$ cat src/design/uvc_pkg.sv
// Shared types and constants for the unsigned LEB128 varint codec.
package uvc_pkg;

    localparam int MaxBytes  = 10;
    localparam int CountW    = 4;
    localparam int ValueW    = 64;
    localparam int GroupW    = 7;
    localparam int ShiftW    = 6;
    localparam int AddrW     = 3;
    localparam int DataW     = 32;

    localparam logic [AddrW-1:0] REG_LIMIT_ADDR = 3'd0;

    typedef enum logic
    {
        CMD_ENCODE = 1'b0,
        CMD_DECODE = 1'b1
    } cmd_t;

    typedef enum logic
    {
        KIND_ENC_BYTE = 1'b0,
        KIND_DEC_OUT  = 1'b1
    } kind_t;

    typedef enum logic [1:0]
    {
        STATUS_OK        = 2'd0,
        STATUS_OVERFLOW  = 2'd1,
        STATUS_TRUNCATED = 2'd2,
        STATUS_TOO_LONG  = 2'd3
    } status_t;

    typedef enum logic
    {
        ST_IDLE = 1'b0,
        ST_ENC  = 1'b1
    } seq_state_t;

    typedef struct packed
    {
        logic [7:0] data;
        logic       last;
    } enc_out_t;

    typedef struct packed
    {
        logic              emit;
        logic [ValueW-1:0] value;
        logic [CountW-1:0] count;
        status_t           status;
    } dec_out_t;

endpackage

$ cat src/design/uvc_enc_unit.sv
// Encoder: 64-bit shift register stepped 7 bits per emitted byte.
module uvc_enc_unit
    import uvc_pkg::*;
(
    input  logic              clk,
    input  logic              rst_n,
    input  logic              load,
    input  logic [ValueW-1:0] value,
    input  logic              step,
    output enc_out_t          enc_out
);

    logic [ValueW-1:0] shift_reg;
    logic [ValueW-1:0] shift_next;
    logic [CountW-1:0] cnt_reg;
    logic [CountW-1:0] cnt_next;
    logic              final_byte;

    assign final_byte = (shift_reg[ValueW-1:GroupW] == '0) ||
                        (cnt_reg == CountW'(MaxBytes - 1));

    always_comb
    begin
        enc_out.last = final_byte;
        if (final_byte)
        begin
            enc_out.data = shift_reg[7:0];
        end
        else
        begin
            enc_out.data = {1'b1, shift_reg[GroupW-1:0]};
        end
    end

    always_comb
    begin
        shift_next = shift_reg;
        cnt_next   = cnt_reg;
        if (load)
        begin
            shift_next = value;
            cnt_next   = '0;
        end
        else if (step)
        begin
            shift_next = shift_reg >> GroupW;
            cnt_next   = cnt_reg + CountW'(1);
        end
    end

    always_ff @(posedge clk or negedge rst_n)
    begin
        if (!rst_n)
        begin
            cnt_reg <= '0;
        end
        else
        begin
            cnt_reg <= cnt_next;
        end
    end

    always_ff @(posedge clk)
    begin
        shift_reg <= shift_next;
    end

endmodule

$ cat src/design/uvc_dec_unit.sv
// Decoder: accumulates 7-bit groups and classifies the finished varint.
module uvc_dec_unit
    import uvc_pkg::*;
(
    input  logic       clk,
    input  logic       rst_n,
    input  logic       step,
    input  logic [7:0] in_byte,
    input  logic       buffer_end,
    input  logic       limit_32,
    output dec_out_t   dec_out
);

    logic [ValueW-1:0] acc_reg;
    logic [ValueW-1:0] acc_next;
    logic [CountW-1:0] seen_reg;
    logic [CountW-1:0] seen_next;
    logic [ShiftW-1:0] shamt_reg;
    logic [ShiftW-1:0] shamt_next;
    logic [ValueW-1:0] acc_sum;
    logic [CountW-1:0] n;
    logic              tenth;
    status_t           st;
    logic              done;

    assign acc_sum = acc_reg | ({{(ValueW-GroupW){1'b0}}, in_byte[GroupW-1:0]} << shamt_reg);
    assign n       = seen_reg + CountW'(1);
    assign tenth   = (seen_reg == CountW'(MaxBytes - 1));

    always_comb
    begin
        st   = STATUS_OK;
        done = 1'b1;
        if (in_byte[7])
        begin
            priority if (tenth)
            begin
                st = STATUS_TOO_LONG;
            end
            else if (buffer_end)
            begin
                st = STATUS_TRUNCATED;
            end
            else
            begin
                done = 1'b0;
            end
        end
        else
        begin
            priority if (tenth && (in_byte > 8'd1))
            begin
                st = STATUS_OVERFLOW;
            end
            else if (limit_32 && (acc_sum[ValueW-1:32] != '0))
            begin
                st = STATUS_OVERFLOW;
            end
            else
            begin
                st = STATUS_OK;
            end
        end
    end

    always_comb
    begin
        dec_out.emit   = step && done;
        dec_out.status = st;
        if (st == STATUS_OK)
        begin
            dec_out.value = acc_sum;
            dec_out.count = n;
        end
        else
        begin
            dec_out.value = '0;
            dec_out.count = '0;
        end
    end

    always_comb
    begin
        acc_next   = acc_reg;
        seen_next  = seen_reg;
        shamt_next = shamt_reg;
        if (step)
        begin
            if (done)
            begin
                acc_next   = '0;
                seen_next  = '0;
                shamt_next = '0;
            end
            else
            begin
                acc_next   = acc_sum;
                seen_next  = n;
                shamt_next = shamt_reg + ShiftW'(GroupW);
            end
        end
    end

    always_ff @(posedge clk or negedge rst_n)
    begin
        if (!rst_n)
        begin
            acc_reg   <= '0;
            seen_reg  <= '0;
            shamt_reg <= '0;
        end
        else
        begin
            acc_reg   <= acc_next;
            seen_reg  <= seen_next;
            shamt_reg <= shamt_next;
        end
    end

endmodule

$ cat src/design/uvarint_codec.sv
// Decode: one byte per cycle unless stalled; outcome registered the next cycle.
// Encode: value of N bytes (1 to 10), one byte per cycle unless the output
//   stalls, from the encoder's 64-bit shift register via the output register.
// Input stalls while encoding or while the output register is full and stalled.
// Reset (rst_n low, async) clears sequencer, accumulator, counters and config.
module uvarint_codec
    import uvc_pkg::*;
(
    input  logic              clk,
    input  logic              rst_n,
    input  logic              psel,
    input  logic              penable,
    input  logic              pwrite,
    input  logic [AddrW-1:0]  paddr,
    input  logic [DataW-1:0]  pwdata,
    output logic [DataW-1:0]  prdata,
    output logic              pready,
    input  logic              in_valid,
    output logic              in_stall,
    input  logic              cmd,
    input  logic [ValueW-1:0] value,
    input  logic [7:0]        in_byte,
    input  logic              buffer_end,
    output logic              out_valid,
    input  logic              out_stall,
    output logic              kind,
    output logic [7:0]        out_byte,
    output logic [ValueW-1:0] out_value,
    output logic [CountW-1:0] byte_count,
    output logic [1:0]        status,
    output logic              last
);

    seq_state_t        state_reg;
    seq_state_t        state_next;
    logic              limit_reg;
    logic              limit_next;
    logic              out_valid_reg;
    logic              out_valid_next;
    logic              kind_reg;
    logic [7:0]        byte_reg;
    logic [ValueW-1:0] value_reg;
    logic [CountW-1:0] count_reg;
    logic [1:0]        status_reg;
    logic              last_reg;
    logic              out_free;
    logic              in_xfer;
    logic              enc_load;
    logic              enc_step;
    logic              dec_step;
    enc_out_t          enc_out;
    dec_out_t          dec_out;

    // config port
    assign pready = 1'b1;
    assign prdata = (paddr[AddrW-1] == REG_LIMIT_ADDR[AddrW-1]) ?
                    {{(DataW-1){1'b0}}, limit_reg} : '0;

    always_comb
    begin
        limit_next = limit_reg;
        if (psel && penable && pwrite && (paddr[AddrW-1] == REG_LIMIT_ADDR[AddrW-1]))
        begin
            limit_next = pwdata[0];
        end
    end

    // sequencer
    assign out_free = !out_valid_reg || !out_stall;
    assign in_xfer  = in_valid && !in_stall;

    always_comb
    begin
        state_next = state_reg;
        unique case (state_reg)
            ST_IDLE:
            begin
                if (in_xfer && (cmd == CMD_ENCODE))
                begin
                    state_next = ST_ENC;
                end
            end
            ST_ENC:
            begin
                if (out_free && enc_out.last)
                begin
                    state_next = ST_IDLE;
                end
            end
            default:
            begin
                state_next = ST_IDLE;
            end
        endcase
    end

    always_comb
    begin
        in_stall = 1'b1;
        enc_load = 1'b0;
        enc_step = 1'b0;
        dec_step = 1'b0;
        unique case (state_reg)
            ST_IDLE:
            begin
                in_stall = !out_free;
                enc_load = in_valid && out_free && (cmd == CMD_ENCODE);
                dec_step = in_valid && out_free && (cmd == CMD_DECODE);
            end
            ST_ENC:
            begin
                enc_step = out_free;
            end
            default:
            begin
                in_stall = 1'b1;
            end
        endcase
    end

    uvc_enc_unit u_enc
    (
        .clk     (clk),
        .rst_n   (rst_n),
        .load    (enc_load),
        .value   (value),
        .step    (enc_step),
        .enc_out (enc_out)
    );

    uvc_dec_unit u_dec
    (
        .clk        (clk),
        .rst_n      (rst_n),
        .step       (dec_step),
        .in_byte    (in_byte),
        .buffer_end (buffer_end),
        .limit_32   (limit_reg),
        .dec_out    (dec_out)
    );

    // output register
    always_comb
    begin
        out_valid_next = out_valid_reg && out_stall;
        if (enc_step || dec_out.emit)
        begin
            out_valid_next = 1'b1;
        end
    end

    always_ff @(posedge clk or negedge rst_n)
    begin
        if (!rst_n)
        begin
            state_reg     <= ST_IDLE;
            limit_reg     <= 1'b0;
            out_valid_reg <= 1'b0;
        end
        else
        begin
            state_reg     <= state_next;
            limit_reg     <= limit_next;
            out_valid_reg <= out_valid_next;
        end
    end

    always_ff @(posedge clk)
    begin
        if (enc_step)
        begin
            kind_reg   <= KIND_ENC_BYTE;
            byte_reg   <= enc_out.data;
            value_reg  <= '0;
            count_reg  <= '0;
            status_reg <= STATUS_OK;
            last_reg   <= enc_out.last;
        end
        else if (dec_out.emit)
        begin
            kind_reg   <= KIND_DEC_OUT;
            byte_reg   <= '0;
            value_reg  <= dec_out.value;
            count_reg  <= dec_out.count;
            status_reg <= dec_out.status;
            last_reg   <= 1'b1;
        end
    end

    assign out_valid  = out_valid_reg;
    assign kind       = kind_reg;
    assign out_byte   = byte_reg;
    assign out_value  = value_reg;
    assign byte_count = count_reg;
    assign status     = status_reg;
    assign last       = last_reg;

    a_enc_blocks_input: assert property (@(posedge clk) disable iff (!rst_n)
        (state_reg == ST_ENC) |-> in_stall)
        else $error("input taken while encoding");

    a_enc_start: assert property (@(posedge clk) disable iff (!rst_n)
        (in_xfer && (cmd == CMD_ENCODE)) |=> (state_reg == ST_ENC))
        else $error("encode transfer did not start encoder");

    a_err_clean: assert property (@(posedge clk) disable iff (!rst_n)
        (out_valid && (kind == KIND_DEC_OUT) && (status != STATUS_OK))
        |-> ((byte_count == '0) && (out_value == '0) && last))
        else $error("error outcome carries value or count");

    a_enc_cont: assert property (@(posedge clk) disable iff (!rst_n)
        (out_valid && (kind == KIND_ENC_BYTE) && !last) |-> out_byte[7])
        else $error("non-final encoded byte lacks continuation bit");

endmodule

$ cat config.mk
export PLATFORM = sky130hd
export DESIGN_NAME = uvarint_codec
export DESIGN_NICKNAME = d
export VERILOG_FILES = /design/src/design/uvc_pkg.sv /design/src/design/uvc_enc_unit.sv /design/src/design/uvc_dec_unit.sv /design/src/design/uvarint_codec.sv
export SDC_FILE = /design/constraint.sdc
export NUM_CORES = 1
export LEC_CHECK = 0
export ABC_AREA = 1
export BUFFER_PORTS_ARGS = -buffer_cell sky130_fd_sc_hd__buf_4
export CORE_UTILIZATION = 59
export DETAILED_ROUTE_END_ITERATION = 12
export GPL_ROUTABILITY_DRIVEN = 1
export MAX_ROUTING_LAYER = met4
export PLACE_DENSITY = 0.95
export SLEW_MARGIN = 20
export SYNTH_ARGS = -nofsm -noshare
export SYNTH_HDL_FRONTEND = slang
export SYNTH_SLANG_ARGS = --single-unit
$ cat constraint.sdc
create_clock -name clk -period 6.5 [get_ports clk]
set_input_delay 0.975 -clock clk [delete_from_list [all_inputs] [get_ports clk]]
set_output_delay 0.975 -clock clk [all_outputs]
set_load 0.02 [all_outputs]
==> flow_metrics.env <==
export IMPL_dr_pass1_iters=5
export IMPL_setup_viol=0
export IMPL_num_antenna_cells=0
export IMPL_vdd_drop_max_mv=0.285
export IMPL_async_flop_share_pct=36.0
export IMPL_layout_commonest_cell="nand2_1"
export IMPL_synth_edf_count=73
export IMPL_cts_sinks=225
export IMPL_synth_area_per_cell_um2=7.93
export IMPL_rows=49
export IMPL_die_x_um=138
export IMPL_drt_iter0_drc=1088
export IMPL_pre_cts_slack_ns=2.34
export IMPL_post_route_period_util_pct=62.2
export IMPL_synthTopCellsByArea="edfxtp_1 20%, dfrtp_1 19%, nand2_1 15%"
export IMPL_cts_max_level=1
export IMPL_critPathCaptureType="flip-flop"
export IMPL_slowest_delay_ns=0.84
export IMPL_power_density_mw_per_mm2=400
export IMPL_holdBufCountCts=0
export IMPL_ys_ff_latch=225
export IMPL_rsz0062_at_grt="false"
export IMPL_initial_utilization_pct=60.4
export IMPL_cts_resized=0
export IMPL_fp_dieH_um=138
export IMPL_hold_viol=0
export IMPL_p_leak_nw=6.08
export IMPL_grt_pass1_vias=9294
export IMPL_worstRegToRegCells=13
export IMPL_synth_top_area_cell="edfxtp_1"
export IMPL_drc=0
export IMPL_viasPerCell=5.79
export IMPL_grt_pass1_wl_um=45700
export IMPL_io_buffer_count=165
export IMPL_insertion_delay_ns=0.52
export IMPL_fmax_ghz=0.247
export IMPL_final_cell_mix="430 x nand2_1, 175 x buf_4, 138 x nor2_1"
export IMPL_fin_skew_ns=0.0111
export IMPL_slew_headroom_pct=31.6
export IMPL_synth_top_area_share_pct=20.1
export IMPL_cpMaxStageDelayCell="dfrtp_1"
export IMPL_hold_ws_ns=0.456
export IMPL_start_kind="flip-flop"
export IMPL_clk_pin_slew_ns=0.06
export IMPL_numCtsBuffers=23
export IMPL_num_vias=10040
export IMPL_path_max_fanout=36
export IMPL_dp_hpwl_um=18700
export IMPL_drv_slew=0
export IMPL_grt_max_degree=87
export IMPL_root_buffer="clkbuf_16"
export IMPL_globalRouteTotalUtil_pct=31.8
export IMPL_clockBufferDepth=3
export IMPL_cap_violations=0
export IMPL_status="finished, final reports clean"
export IMPL_hold_path_depth=2
export IMPL_synthDistinctLibCells=37
export IMPL_cts_setup_buffers=0
export IMPL_syn_to_final_growth_pct=17.1
export IMPL_final_util_pct=70.8
export IMPL_fin_tns_setup_ns=0
export IMPL_drive_above_1_share_pct=15.1
export IMPL_cts_tree="built"
export IMPL_cp_cell_sequence="inv_1 -> nand3_1 -> nor2_1 -> a21oi_1 -> nand2_1 -> nor2_1 -> nand3_1 -> nor2_1 -> nand2_1 -> o21bai_4 -> buf_4 -> nand4_1 -> nand2_1"
export IMPL_dieArea_mm2=0.0190
export IMPL_grt_antenna_before_repair=0
export IMPL_io_pins=231
export IMPL_synth_yosys_seq_area_share_pct=51.8
export IMPL_yosys_warnings=0
export IMPL_synthFlopType="dfrtp_1"
export IMPL_fp_coreArea_mm2=0.0180
export IMPL_worst_pin_slew_ns=1.03
export IMPL_worstHoldPathType="reg -> reg"
export IMPL_worstSetupPathType="reg -> reg"
export IMPL_synth_area_mm2=0.0109
export IMPL_place_congestion=0.957
export IMPL_layout_nets=1609
export IMPL_fin_area_mm2=0.0128
export IMPL_arrival_ns=4.50
export IMPL_post_route_min_period_ns=4.04
export IMPL_synth_cells=1373
export IMPL_place_area_mm2=0.0120
export IMPL_cp_required_ns=6.95
export IMPL_drtAntennaViolNets=0
export IMPL_worst_slack_ns=2.46
export IMPL_routedWlPerCell_um=16.9
export IMPL_finalWirelength_um=29200
export IMPL_gr_total_overflow=0
==> routing by layer <==
layer  vias up  routed length (um)  GRT usage (%)  part of all wire, %
met5         -                   0              -                    0
met2       589               13900           50.3                   47
met3        89                2760           5.19                  9.4
met4         0                1060           11.6                  3.6
li1       4663                   -              -                    -
met1      4699               11500           41.4                   39
==> power breakdown <==
part	total [mW]	internal [mW]	leakage (nW)	switching [mW]
sequential	2.12	1.90	2.40	0.218
clock	1.29	0.741	0.359	0.551
combinational	1.70	0.463	3.31	1.23
total	5.11	3.11	6.08	2.00
==> worst max-delay path, delay by kind of cell, from the launching register on <==
kind / cells / cell delay, ns
DFF: 1 / 0.84
and+or+nand+nor: 9 / 1.21
buffers and inverters: 2 / 1.03
AOI/OAI and AO/OA: 2 / 0.88
==> stage by stage <==
step	cells	total power, mW
finish	1734	5.11
global route	1734	5.36
CTS	1734	5.08
detailed placement	1692	3.78
global placement	1692	3.70
floorplan	1403	3.28
==> kinds of logic (layout without fill, tap and decap cells) <==
kind of cell / after synthesis / count (layout) / synth area share, %
compound gates: 122 / 122 / 7.24
xor+xnor: 4 / 4 / 0.322
fa+ha+maj: 5 / 5 / 0.574
buf+inv: 257 / 359 / 10.4
flops: 225 / 225 / 51.8
other cells: 2 / 32 / 0.0689
simple gates: 758 / 758 / 29.6
==> synth_stat cells, types with 2 or more instances <==
master,n
nor3_1,2
o22ai_1,3
nand2_1,433
xor2_1,2
dfrtp_1,81
buf_1,13
nor4_1,16
dfxtp_1,71
clkbuf_1,55
o21ai_1,2
nand3_1,68
and2_1,3
inv_2,8
edfxtp_1,73
a21oi_1,18
a211oi_1,47
inv_1,132
xnor2_1,2
nor2_1,140
nand4_1,93
a21oi_2,2
buf_2,9
o21ai_0,34
ha_1,5
conb_1,2
buf_6,4
buf_4,35
a31oi_1,5
o31ai_1,7
==> layout make-up <==
cell class,instances,area (um2)
inverter,141,529
sequential,225,5640
clock inverter,8,68.8
fill,1334,5270
clock buffer,34,657
timing repair buffer,176,1330
multi-input combinational,921,4250
tap,229,287
==> worst paths after layout <==
| kind | end | slack [ns] | start |
|---|---|---|---|
| setup / recovery | out_value[38]$_SDFFE_PP0P_ | 2.46 | u_dec.shamt_reg[3]$_DFFE_PN0P_ |
| hold / removal | out_value[25]$_SDFFE_PP0P_ | 0.46 | out_value[25]$_SDFFE_PP0P_ |
| setup reg to reg | out_value[38]$_SDFFE_PP0P_ | 2.46 | u_dec.shamt_reg[3]$_DFFE_PN0P_ |
| hold reg to reg | out_value[25]$_SDFFE_PP0P_ | 0.46 | out_value[25]$_SDFFE_PP0P_ |
| max in group asynchronous | u_dec.acc_reg[43]$_DFFE_PN0P_ | 5.44 | rst_n |
| min in group asynchronous | u_dec.acc_reg[5]$_DFFE_PN0P_ | 0.49 | rst_n |
Note: power is estimated with default switching activity, not from simulation.
